==> config.mk <==
export PLATFORM = sky130hd
export DESIGN_NAME = stst_ctrl
export DESIGN_NICKNAME = d
export VERILOG_FILES = /design/src/hdl/stst_pkg.sv /design/src/hdl/stst_ctrl.sv
export VERILOG_INCLUDE_DIRS = /design/src /design/src/hdl
export SDC_FILE = /design/constraint.sdc
export NUM_CORES = 1
export LEC_CHECK = 0
export ABC_AREA = 0
export BUFFER_PORTS_ARGS = -buffer_cell sky130_fd_sc_hd__buf_4
export CAP_MARGIN = 20
export CORE_AREA = 3 3 40 42
export CTS_BUF_LIST = sky130_fd_sc_hd__clkbuf_2 sky130_fd_sc_hd__clkbuf_4 sky130_fd_sc_hd__clkbuf_8
export DETAILED_ROUTE_END_ITERATION = 6
export DIE_AREA = 0 0 43 45
export PLACE_DENSITY = 0.77
export REMOVE_ABC_BUFFERS = 1
export SYNTH_ARGS = -nofsm -noshare
export SYNTH_HDL_FRONTEND = slang
export SYNTH_SLANG_ARGS = --single-unit
==> constraint.sdc <==
create_clock -name clock -period 1.6 [get_ports clock]
set_input_delay 0.32 -clock clock [delete_from_list [all_inputs] [get_ports clock]]
set_output_delay 0.32 -clock clock [all_outputs]
set_load 0.02 [all_outputs]
==> src/hdl/stack_trace_sample_tally_top_macros.svh <==
// Assertion helpers for the tally block.
`ifndef STACK_TRACE_SAMPLE_TALLY_TOP_MACROS_SVH
`define STACK_TRACE_SAMPLE_TALLY_TOP_MACROS_SVH
`define STST_ASSERT_IMP(label, clk, rst, a, c) \
   label: assert property (@(posedge clk) disable iff (rst) (a) |-> (c)) \
      else $error("assertion failed");
`define STST_ASSERT_NXT(label, clk, rst, a, c) \
   label: assert property (@(posedge clk) disable iff (rst) (a) |=> (c)) \
      else $error("assertion failed");
`endif

==> src/hdl/stst_pkg.sv <==
`timescale 1ns / 1ps
package stst_pkg;
   localparam logic [1:0] CMD_FRAME = 2'd0;
   localparam logic [1:0] CMD_FAIL  = 2'd1;
   localparam logic [1:0] CMD_RDENT = 2'd2;
   localparam logic [1:0] CMD_RDCNT = 2'd3;

   localparam logic [2:0] ST_INSERTED = 3'd0;
   localparam logic [2:0] ST_COUNTED  = 3'd1;
   localparam logic [2:0] ST_DROPPED  = 3'd2;
   localparam logic [2:0] ST_IGNORED  = 3'd3;
   localparam logic [2:0] ST_ENTRY    = 3'd4;
   localparam logic [2:0] ST_COUNTER  = 3'd5;
   localparam logic [2:0] ST_FAILONLY = 3'd6;

   typedef struct packed {
      logic cap;       // capture request
      logic frame;     // store/hash frame
      logic fin;       // finalise hash, set probe start
      logic rd_slot;   // issue slot/entry memory reads
      logic rd_frame;  // issue stored/pending frame reads
      logic fr_next;   // advance frame compare index
      logic probe_next;// move to next slot
      logic wr_new;    // write new slot header
      logic cp_frame;  // copy one frame
      logic wr_inc;    // raise slot count
      logic fail_inc;  // bump failure counter
      logic out_tally; // emit tally result
      logic out_drop;
      logic out_misc;  // report/read results
      logic clr_pend;
   } ctl_type;

   typedef struct packed {
      logic [1:0] cmd;
      logic       last;
      logic       beyond;   // frame past limit
      logic       code_big;
      logic       code_zero;
      logic       slot_empty;
      logic       len_eq;
      logic       fr_done;  // all frames compared/copied
      logic       fr_eq;
      logic       probe_done;
      logic       clr_done;
   } sts_type;
endpackage

==> src/hdl/stst_ctrl.sv <==
`timescale 1ns / 1ps
`include "stack_trace_sample_tally_top_macros.svh"
module stst_ctrl (
   input  logic              clock,
   input  logic              reset,
   input  logic              start,
   input  stst_pkg::sts_type sts,
   output logic              busy,
   output stst_pkg::ctl_type ctl
);
   localparam logic [3:0] S_CLR = 4'd0, S_IDLE = 4'd1, S_DEC = 4'd2, S_FIN = 4'd3,
      S_RDS = 4'd4, S_CHK = 4'd5, S_RDF = 4'd6, S_CMP = 4'd7, S_CPY = 4'd8,
      S_DONE = 4'd9, S_MISC = 4'd10, S_MWAIT = 4'd11;
   logic [3:0] state_ff, state_in;

   assign busy = state_ff != S_IDLE;

   always_comb begin
      state_in = state_ff;
      ctl = '0;
      unique case (state_ff)
         S_CLR: if (sts.clr_done) state_in = S_IDLE;
         S_IDLE: begin
            if (start) begin
               ctl.cap = 1'b1;
               state_in = S_DEC;
            end
         end
         S_DEC: begin
            if (sts.cmd == stst_pkg::CMD_FRAME) begin
               ctl.frame = !sts.beyond;
               state_in = sts.last ? S_FIN : S_IDLE;
            end else if (sts.cmd == stst_pkg::CMD_FAIL && !sts.code_big &&
                         !sts.code_zero) begin
               ctl.fail_inc = 1'b1;
               state_in = S_FIN;
            end else begin
               ctl.fail_inc = sts.cmd == stst_pkg::CMD_FAIL && !sts.code_big;
               ctl.rd_slot = 1'b1;
               state_in = S_MWAIT;
            end
         end
         S_MWAIT: state_in = S_MISC;
         S_MISC: begin
            ctl.out_misc = 1'b1;
            state_in = S_IDLE;
         end
         S_FIN: begin
            ctl.fin = 1'b1;
            state_in = S_RDS;
         end
         S_RDS: begin
            ctl.rd_slot = 1'b1;
            ctl.rd_frame = 1'b1;
            state_in = S_CHK;
         end
         S_CHK: begin
            if (sts.slot_empty) begin
               ctl.wr_new = 1'b1;
               state_in = S_CPY;
            end else if (sts.len_eq) state_in = S_CMP;
            else if (sts.probe_done) begin
               ctl.out_drop = 1'b1;
               ctl.clr_pend = 1'b1;
               state_in = S_IDLE;
            end else begin
               ctl.probe_next = 1'b1;
               state_in = S_RDS;
            end
         end
         S_CMP: begin
            if (sts.fr_done) begin
               ctl.wr_inc = 1'b1;
               state_in = S_DONE;
            end else if (!sts.fr_eq) begin
               if (sts.probe_done) begin
                  ctl.out_drop = 1'b1;
                  ctl.clr_pend = 1'b1;
                  state_in = S_IDLE;
               end else begin
                  ctl.probe_next = 1'b1;
                  state_in = S_RDS;
               end
            end else begin
               ctl.fr_next = 1'b1;
               state_in = S_RDF;
            end
         end
         S_RDF: begin
            ctl.rd_frame = 1'b1;
            state_in = S_CMP;
         end
         S_CPY: begin
            if (sts.fr_done) state_in = S_DONE;
            else ctl.cp_frame = 1'b1;
         end
         S_DONE: begin
            ctl.out_tally = 1'b1;
            ctl.clr_pend = 1'b1;
            state_in = S_IDLE;
         end
         default: state_in = S_IDLE;
      endcase
   end

   always_ff @(posedge clock) begin
      if (reset) state_ff <= S_CLR;
      else state_ff <= state_in;
   end

   `STST_ASSERT_IMP(a_cap_idle, clock, reset, ctl.cap, state_ff == S_IDLE)
   `STST_ASSERT_IMP(a_one_out, clock, reset, ctl.out_tally,
                    !ctl.out_drop && !ctl.out_misc)
   `STST_ASSERT_NXT(a_back_idle, clock, reset, ctl.out_misc, !busy)
endmodule

Word level (Yosys, flattened, before mapping):

Index checks and enable logic that the tools add are counted.

* output and inout port bits: 16
* logic and storage cells: 73
* bits in registers: 4
* input bits: 15

* reduce and logical (&&, ||, !) cells: 9
* equal/unequal tests: 16
* muxes and demuxes: 47

Operators with widths (count)
* one-hot mux 4 bit (10 select lines): 1
* two-way mux 1 bit: 30
* two-way mux 4 bit: 7
* == test 4 x 3 -> 1 bit (second input constant): 4
* == test 4 bit (second input constant): 4
* two-way mux 3 bit: 3
* == test 4 x 2 -> 1 bit (second input constant): 2
* != test 2 bit (second input constant): 3
* one-hot mux 1 bit (2 select lines): 3
* == test 4 x 1 -> 1 bit (second input constant): 1
* logical NOT 4 bit: 1
* two-way mux 2 bit: 2
* != test 4 x 1 -> 1 bit (second input constant): 1
* logical NOT 1 bit: 3
* one-hot mux 1 bit (3 select lines): 1
* AND reduction 3 bit: 1
* == test 2 x 1 -> 1 bit (second input constant): 1
* logical AND 1 bit: 2
* logical NOT 2 bit: 1
* OR reduction 2 bit: 1

Longest topological paths before layout:

Gate-level depths: netlist of the first run.

* depth in word-level cells: 6
* mapped depth: 5
* gate-level depth less buffers: 4

Worst setup path before layout of the first run:

OpenSTA, ideal clock, no wires.

* path kind: register to output
* from: register state_ff[2]
* to: output ctl[13] (netlist bit)
* path slack: -204 ps
* data required time: 1280 ps
* cell stages (with the launch flop): 5
* path buffers: 1
* arrival: 1484 ps
* cell sequence: dfxtp_1 -> or2_1 -> clkbuf_1 -> or3_1 -> nor3_1

RTL lines
* from (decl): line stst_ctrl.sv:14 `logic [3:0] state_ff, state_in;`
* from (signal assigned): line stst_ctrl.sv:108 `else state_ff <= state_in;`
* to (decl): line stst_ctrl.sv:9 `output stst_pkg::ctl_type ctl`

==> impl_metrics.yaml, run 1 <==
timing:
  tightestPinTransition_ns: 0.352
  minimum_clock_period_after_layout_ns: 1.82
  timing.max_slew.rel_slack: 0.759
  max_freq_ghz: 0.549
  fin_worst_skew_ns: 0.00249
  hold_violations: 0
  final-max-slew-violation-count: 0
  timing.final.ws_setup_ns: -0.223
  finalSetupViolations: 7
  unrepaired_setup_endpoints_after_global_routing: "yes"
  fin_crit_sh: 1.14
power:
  power_frac_clock: 0.096
  internal_power_uw: 740
  power.ir.vdd_worst_mv: 0.774
  p_seq_frac: 0.132
  pwr-share-comb: 0.773
  pwr_density_cell_mw_per_mm2: 1320
  total_leakage_power_uw: 0.000487
  switching_share: 0.486
  p_total_uw: 1440
  power.net_switching_uw: 700
floorplan:
  rows: 13
  floorplan.die.width_um: 43
  starting_utilization_of_the_core_area: 0.438
  io_pins: 31
  die_area_mm2: 0.00194
  core_area_mm2: 0.00128
  fp.dieH_um: 45
global_route:
  grt_remaining_overflow: 0
  grt_pass1_wl_um: 3350
  first_global_vias: 772
  grt_start_max_net_pins: 8
  grt_antenna_before_repair: 0
  globalRouteTotalUtil: 0.235
drt:
  routedWlPerCell_um: 17.2
  totalWireLength_um: 2510
  vias: 880
  vias_per_std_cell: 6.03
  drtPass1Iterations: 4
  ant_nets: 0
  drc: 0
  first_iter_violations: 54
final_layout:
  largest_reg_flops: 4
  seq_area_um2: 92.6
  num_antenna_cells: 0
  multiInputGateArea_um2: 515
  reg.largest.list: "state_ff (4)"
  max_flop_register: "state_ff"
  num-nets-final: 148
  finish.cell_count_without_fillers: 146
  fillers: 68
  layout-area-overhead-vs-synth_pct: 94.4
  post_route_cells_drive_above_1_share: 0.603
  stdcell_area_mm2: 0.00109
logic_synthesis:
  netlist_instances: 82
  ys_types: 36
  netlist_area_um2: 563
  synth_async_sr_flop_share: 0
  synth_seq_cells: 4
  synth_seq_area_share: 0.142
  synth_enable_flop_cells: 0
  number_of_warnings_issued_by_yosys: 0
  syn-mean-instance-area_um2: 6.87
  ys_dominant_reg_cell: "dfxtp_1"
critical_path:
  crit_arrival_ns: 1.50
  timing.critical_path.required_ns: 1.28
  setup.worst_path.class: "register to output pin"
  path_max_fanout: 2
  endpoint_type_of_the_worst_setup_path: "output pin"
  crit_path_start_kind: "register"
clocking:
  tritoncts_num_sinks: 4
  worst_setup_hold_path_clk_slew_ns: 0.04
  clock_tree.root_cell: "clkbuf_4"
  cts_tree: "yes"
  cts_made_buffers: 3
  clk_latency_ns: 0.25
  cts.path.max_buffers: 2
  cts.htree.levels: 1
placement:
  numPortBuffers: 30
  post-dp-hpwl_um: 1530
  dpl-instance-area_um2: 876
  gp_congestion: 0.922
  placed_cells_incl_taps: 136
job:
  max_cap_violations: 0
hold_path:
  worst_min_path_class: "input pin to register"
run_status:
  run_status: "finished, violations left"
  failed_checks: "setup timing"
==> power by group through the flow <==
stage / registers [uW] / logic [uW] / clock network, uW
floorplan: 226 / 414 / 0
finish: 189 / 1110 / 138
CTS: 191 / 890 / 131
global placement: 175 / 816 / 0
detailed placement: 179 / 817 / 0
global route: 194 / 1170 / 147
==> metal layers <==
metal / global-route usage / vias up / share of wire
met5: 0 / - / 0
met1: 0.274 / 404 / 0.36
met3: 0.0558 / 13 / 0.10
met2: 0.404 / 67 / 0.50
li1: - / 396 / -
met4: 0.120 / 0 / 0.036
==> area by class of cell <==
| type | instances | area share |
|---|---|---|
| clock buffer | 3 | 0.0206 |
| inverter | 9 | 0.0331 |
| multi-input combinational | 64 | 0.471 |
| sequential | 4 | 0.0846 |
| tap | 15 | 0.0171 |
| timing repair buffer | 51 | 0.374 |
==> cell families (layout without fill, tap and decap cells) <==
family,count (synthesis),in the layout,synth area share
DFF,4,4,0.142
muxes,1,1,0.0178
buffers and inverters,14,63,0.124
and+or+nand+nor,38,38,0.424
AOI/OAI and AO/OA,25,25,0.291
==> synth_stat cells, drive strengths merged (2+ instances only) <==
| cell type | count | area share |
|---|---|---|
| inv | 9 | 0.060 |
| o22ai | 2 | 0.022 |
| a21oi | 9 | 0.080 |
| nor3 | 9 | 0.080 |
| or2 | 2 | 0.022 |
| o21ai | 4 | 0.036 |
| nor2 | 11 | 0.087 |
| o211ai | 2 | 0.027 |
| nand2 | 2 | 0.027 |
| or3 | 2 | 0.022 |
| buf | 4 | 0.058 |
| dfxtp | 4 | 0.14 |
| nand2b | 4 | 0.044 |
| nor4 | 2 | 0.033 |
| a2111oi | 2 | 0.042 |
==> final timing paths <==
path / cells after the start / startpoint / slack (ns) / end
hold reg to reg: 3 / state_ff[1] / 0.79 / state_ff[3]
hold / removal: 2 / reset / 0.27 / state_ff[2]
setup / recovery: 4 / state_ff[0] / -0.22 / ctl[4]
setup reg to reg: 6 / state_ff[0] / 0 / state_ff[1]
==> layout by cell type, fill, tap and decap left out, drive strengths merged, types with 2 or more instances in the layout <==
cell | netlist | routed
buf | 4 | 51
nor2 | 11 | 11
inv | 9 | 9
a21oi | 9 | 9
nor3 | 9 | 9
dfxtp | 4 | 4
nand2b | 4 | 4
o21ai | 4 | 4
clkbuf | 1 | 3
nor4 | 2 | 2
o22ai | 2 | 2
or2 | 2 | 2
o211ai | 2 | 2
nand2 | 2 | 2
or3 | 2 | 2
a2111oi | 2 | 2
==> metrics by stage <==
stage	setup slack, ns	hold WS [ns]	setup TNS (ns)	util
4_1_cts	-0.193	0.270	-0.479	0.767
2_1_floorplan	-0.248	0.389	-0.486	-
3_5_place_dp	0.0254	0.527	0	0.682
5_1_grt	-0.285	0.276	-1.31	0.852
6_report	-0.223	0.273	-0.685	0.852
3_3_place_gp	-0.0103	0.530	-0.0103	0.682
==> critical path: stages (launching register included) <==
cell     delay, ns
dfxtp_4       0.33
or2_1         0.23
or3_4         0.35
nor3b_2       0.18
buf_4         0.16
==> repair_timing <==
item | CTS | global route
pin swaps | 5 | 9
hold buffers | 0 | 0
gates resized for setup | 16 | 17
setup endpoints to repair | 8 | 14
buffers inserted | 2 | 7
Power figures use the tool's default switching activity.
==> run 2: changes to the inputs <==
--- a/config.mk
+++ b/config.mk
@@ -6,14 +6,14 @@
 export SDC_FILE = /design/constraint.sdc
 export NUM_CORES = 1
 export LEC_CHECK = 0
-export ABC_AREA = 0
+export ABC_AREA = 1
 export BUFFER_PORTS_ARGS = -buffer_cell sky130_fd_sc_hd__buf_4
 export CAP_MARGIN = 20
 export CORE_AREA = 3 3 40 42
 export CTS_BUF_LIST = sky130_fd_sc_hd__clkbuf_2 sky130_fd_sc_hd__clkbuf_4 sky130_fd_sc_hd__clkbuf_8
 export DETAILED_ROUTE_END_ITERATION = 6
 export DIE_AREA = 0 0 43 45
-export PLACE_DENSITY = 0.77
+export PLACE_DENSITY = 0.76
 export REMOVE_ABC_BUFFERS = 1
 export SYNTH_ARGS = -nofsm -noshare
 export SYNTH_HDL_FRONTEND = slang
==> constraint.sdc (replaced) <==
create_clock -name clock -period 2 [get_ports clock]
set_input_delay 0.4 -clock clock [delete_from_list [all_inputs] [get_ports clock]]
set_output_delay 0.4 -clock clock [all_outputs]
set_load 0.02 [all_outputs]
==> run 2 against run 1 <==
Effect of this change:
- first-iteration DRC count down 74%
- synthesized cell count increased by 30%
- the flow now finishes without violations
- register-to-register slack gained 0.72 ns
- clock power fell by 25%
- utilization is 21 points lower
- count of clock-buffer cells in the layout unchanged
- routed wire length shrank 36%
- highest routed layer unchanged
- cell count is 6.2% higher
==> impl_metrics.yaml, run 2 <==
drt:
  routedWlPerCell_um: 10.3
  vias: 761
  totalWireLength_um: 1600
  drc: 0
  vias_per_std_cell: 4.91
  drtPass1Iterations: 4
  ant_nets: 0
  first_iter_violations: 14
final_layout:
  layout-area-overhead-vs-synth_pct: 48.4
  num_antenna_cells: 0
  layout_commonest_cell: "buf_4"
  most-common-layout-cells: "buf_4, nor2_1, nand2_1, inv_1, nand3_1"
  reg.largest.list: "state_ff (4)"
  largest_reg_flops: 4
  num-nets-final: 157
  max_flop_register: "state_ff"
  post_route_cells_drive_above_1_share: 0.386
  stdcell_area_um2: 825
critical_path:
  setup.worst_path.class: "register to output pin"
  crit_path_cell_trace: "inv_2, nand2_2, nor3_2, nand2_1, o21ai_2, or2_1, buf_4"
  crit_arrival_ns: 1.46
  slowest_stage_cell_cp: "dfxtp_1"
  crit_path_start_kind: "register"
  timing.critical_path.max_delay_family: "simple AND/OR/NAND/NOR gates"
  path_max_fanout: 6
  endpoint_type_of_the_worst_setup_path: "output pin"
  ff2ff_setup_slack_ns: 0.72
  worst-path-buf-inv: 2
  crit_path_max_incr_delay_ns: 0.42
  timing.critical_path.required_ns: 1.60
timing:
  timing.final.ws_setup_ns: 0.144
  minimum_clock_period_after_layout_ns: 1.86
  fin_worst_skew_ns: 0.00606
  fin_crit_sh: 0.928
  final-max-slew-violation-count: 0
  tightestPinTransition_ns: 0.267
  max_freq_ghz: 0.539
  hold_violations: 0
  timing.max_slew.rel_slack: 0.820
  finalSetupViolations: 0
  unrepaired_setup_endpoints_after_global_routing: "no"
  whs_ns: 0.342
  final.setup.tns_ns: 0
global_route:
  globalRouteTotalUtil: 0.180
  grt_remaining_overflow: 0
  first_global_vias: 687
  grt_pass1_wl_um: 2730
  grt_antenna_before_repair: 0
  grt_start_max_net_pins: 8
logic_synthesis:
  yosysMostFrequentCell: "nor2_1"
  synth_async_sr_flop_share: 0
  netlist_instances: 107
  synth_seq_area_share: 0.144
  ys_dominant_reg_cell: "dfxtp_1"
  synth_enable_flop_cells: 0
  ys_types: 19
  yosys.area.top_type_share: 0.149
  synth_area_leader_cell: "nor2_1"
  syn-mean-instance-area_um2: 5.19
  yosys-top-cells-count: "nor2_1, nand2_1, inv_1"
  netlist_area_um2: 556
  post_synth_main_area_contributors: "nor2_1, dfxtp_1, nand2_1"
  synth_seq_cells: 4
  number_of_warnings_issued_by_yosys: 0
power:
  p_total_uw: 331
  pwr-share-comb: 0.393
  power.net_switching_uw: 122
  internal_power_uw: 209
  pwr_density_cell_mw_per_mm2: 401
  power_frac_clock: 0.310
  p_seq_frac: 0.297
  power.ir.vdd_worst_mv: 0.226
  switching_share: 0.369
  total_leakage_power_uw: 0.000469
placement:
  detailedPlace.worstSlack_ns: 0.354
  post-dp-hpwl_um: 1340
  gp_congestion: 0.843
  numPortBuffers: 30
  dpl-instance-area_um2: 800
hold_path:
  worst_min_path_class: "input pin to register"
clocking:
  cts_tree: "yes"
  tritoncts_num_sinks: 4
  clk_latency_ns: 0.24
  cts.htree.levels: 1
  clock_tree.root_cell: "clkbuf_4"
  cts_made_buffers: 3
  cts.path.max_buffers: 2
  worst_setup_hold_path_clk_slew_ns: 0.04
  post_cts_setup_buffers: 0
floorplan:
  fp.dieH_um: 45
  io_pins: 31
  starting_utilization_of_the_core_area: 0.432
  floorplan.die.width_um: 43
  die_area_mm2: 0.00194
  rows: 13
  core_area_mm2: 0.00128
run_status:
  run_status: "finished, final reports clean"
job:
  max_cap_violations: 0
## run 2: cell types whose count changed in the layout (fill, tap and decap cells not counted), moves of 4 or more
cell | before | now
inv_2 | 1 | 5
buf_4 | 44 | 30
o21ai_0 | 2 | 6
a21oi_1 | 7 | 2
nor2_2 | 1 | 6
inv_1 | 7 | 16
nor2_1 | 9 | 22
buf_6 | 7 | 0
nand2_1 | 1 | 21
nand3_1 | 0 | 10
## run 2: per-layer routing
metal / vias up / global-route usage / wire length, um
met3: 4 / 0.0199 / 96
met1: 326 / 0.225 / 693
met5: - / 0 / 0
met4: 0 / 0.0904 / 31
met2: 30 / 0.308 / 776
li1: 401 / - / -
## run 2: cell type report
class | instances | area, um2
inverters | 22 | 82.6
flip-flops and latches | 4 | 82.6
fillers | 117 | 460
well taps | 15 | 18.8
clock buffers | 3 | 22.5
repair buffers | 30 | 225
multi-input cells | 81 | 393
## run 2: per-stage QoR
stage	instances	utilization
6_report	155	0.642
3_3_place_gp	152	0.622
4_1_cts	155	0.640
3_5_place_dp	152	0.622
5_1_grt	155	0.642
2_1_floorplan	107	-
## run 2: final timing paths
path                    start     endpoint  depth (start not counted)
setup / recovery  state_ff[3]       ctl[0]                          7
hold / removal          reset  state_ff[1]                          2
setup reg to reg  state_ff[3]  state_ff[3]                          7
hold reg to reg   state_ff[0]  state_ff[0]                          3
## run 2: repair_timing
action,4_1_cts,5_1_grt
hold buffers,0,0
resized for setup,0,2
setup endpoints to repair,0,1
## run 2: power groups by stage
stage / sequential, uW / combinational (uW) / clock (uW)
global route: 99.6 / 146 / 106
finish: 98.2 / 130 / 103
floorplan: 95.5 / 80.0 / 0
detailed placement: 98.4 / 129 / 0
CTS: 97.0 / 131 / 105
global placement: 98.0 / 128 / 0
## run 2: cells by family after synthesis
| family | after synthesis | share of synthesized area |
|---|---|---|
| simple gates | 71 | 0.608 |
| buf+inv | 22 | 0.149 |
| compound gates | 10 | 0.0991 |
| flops | 4 | 0.144 |
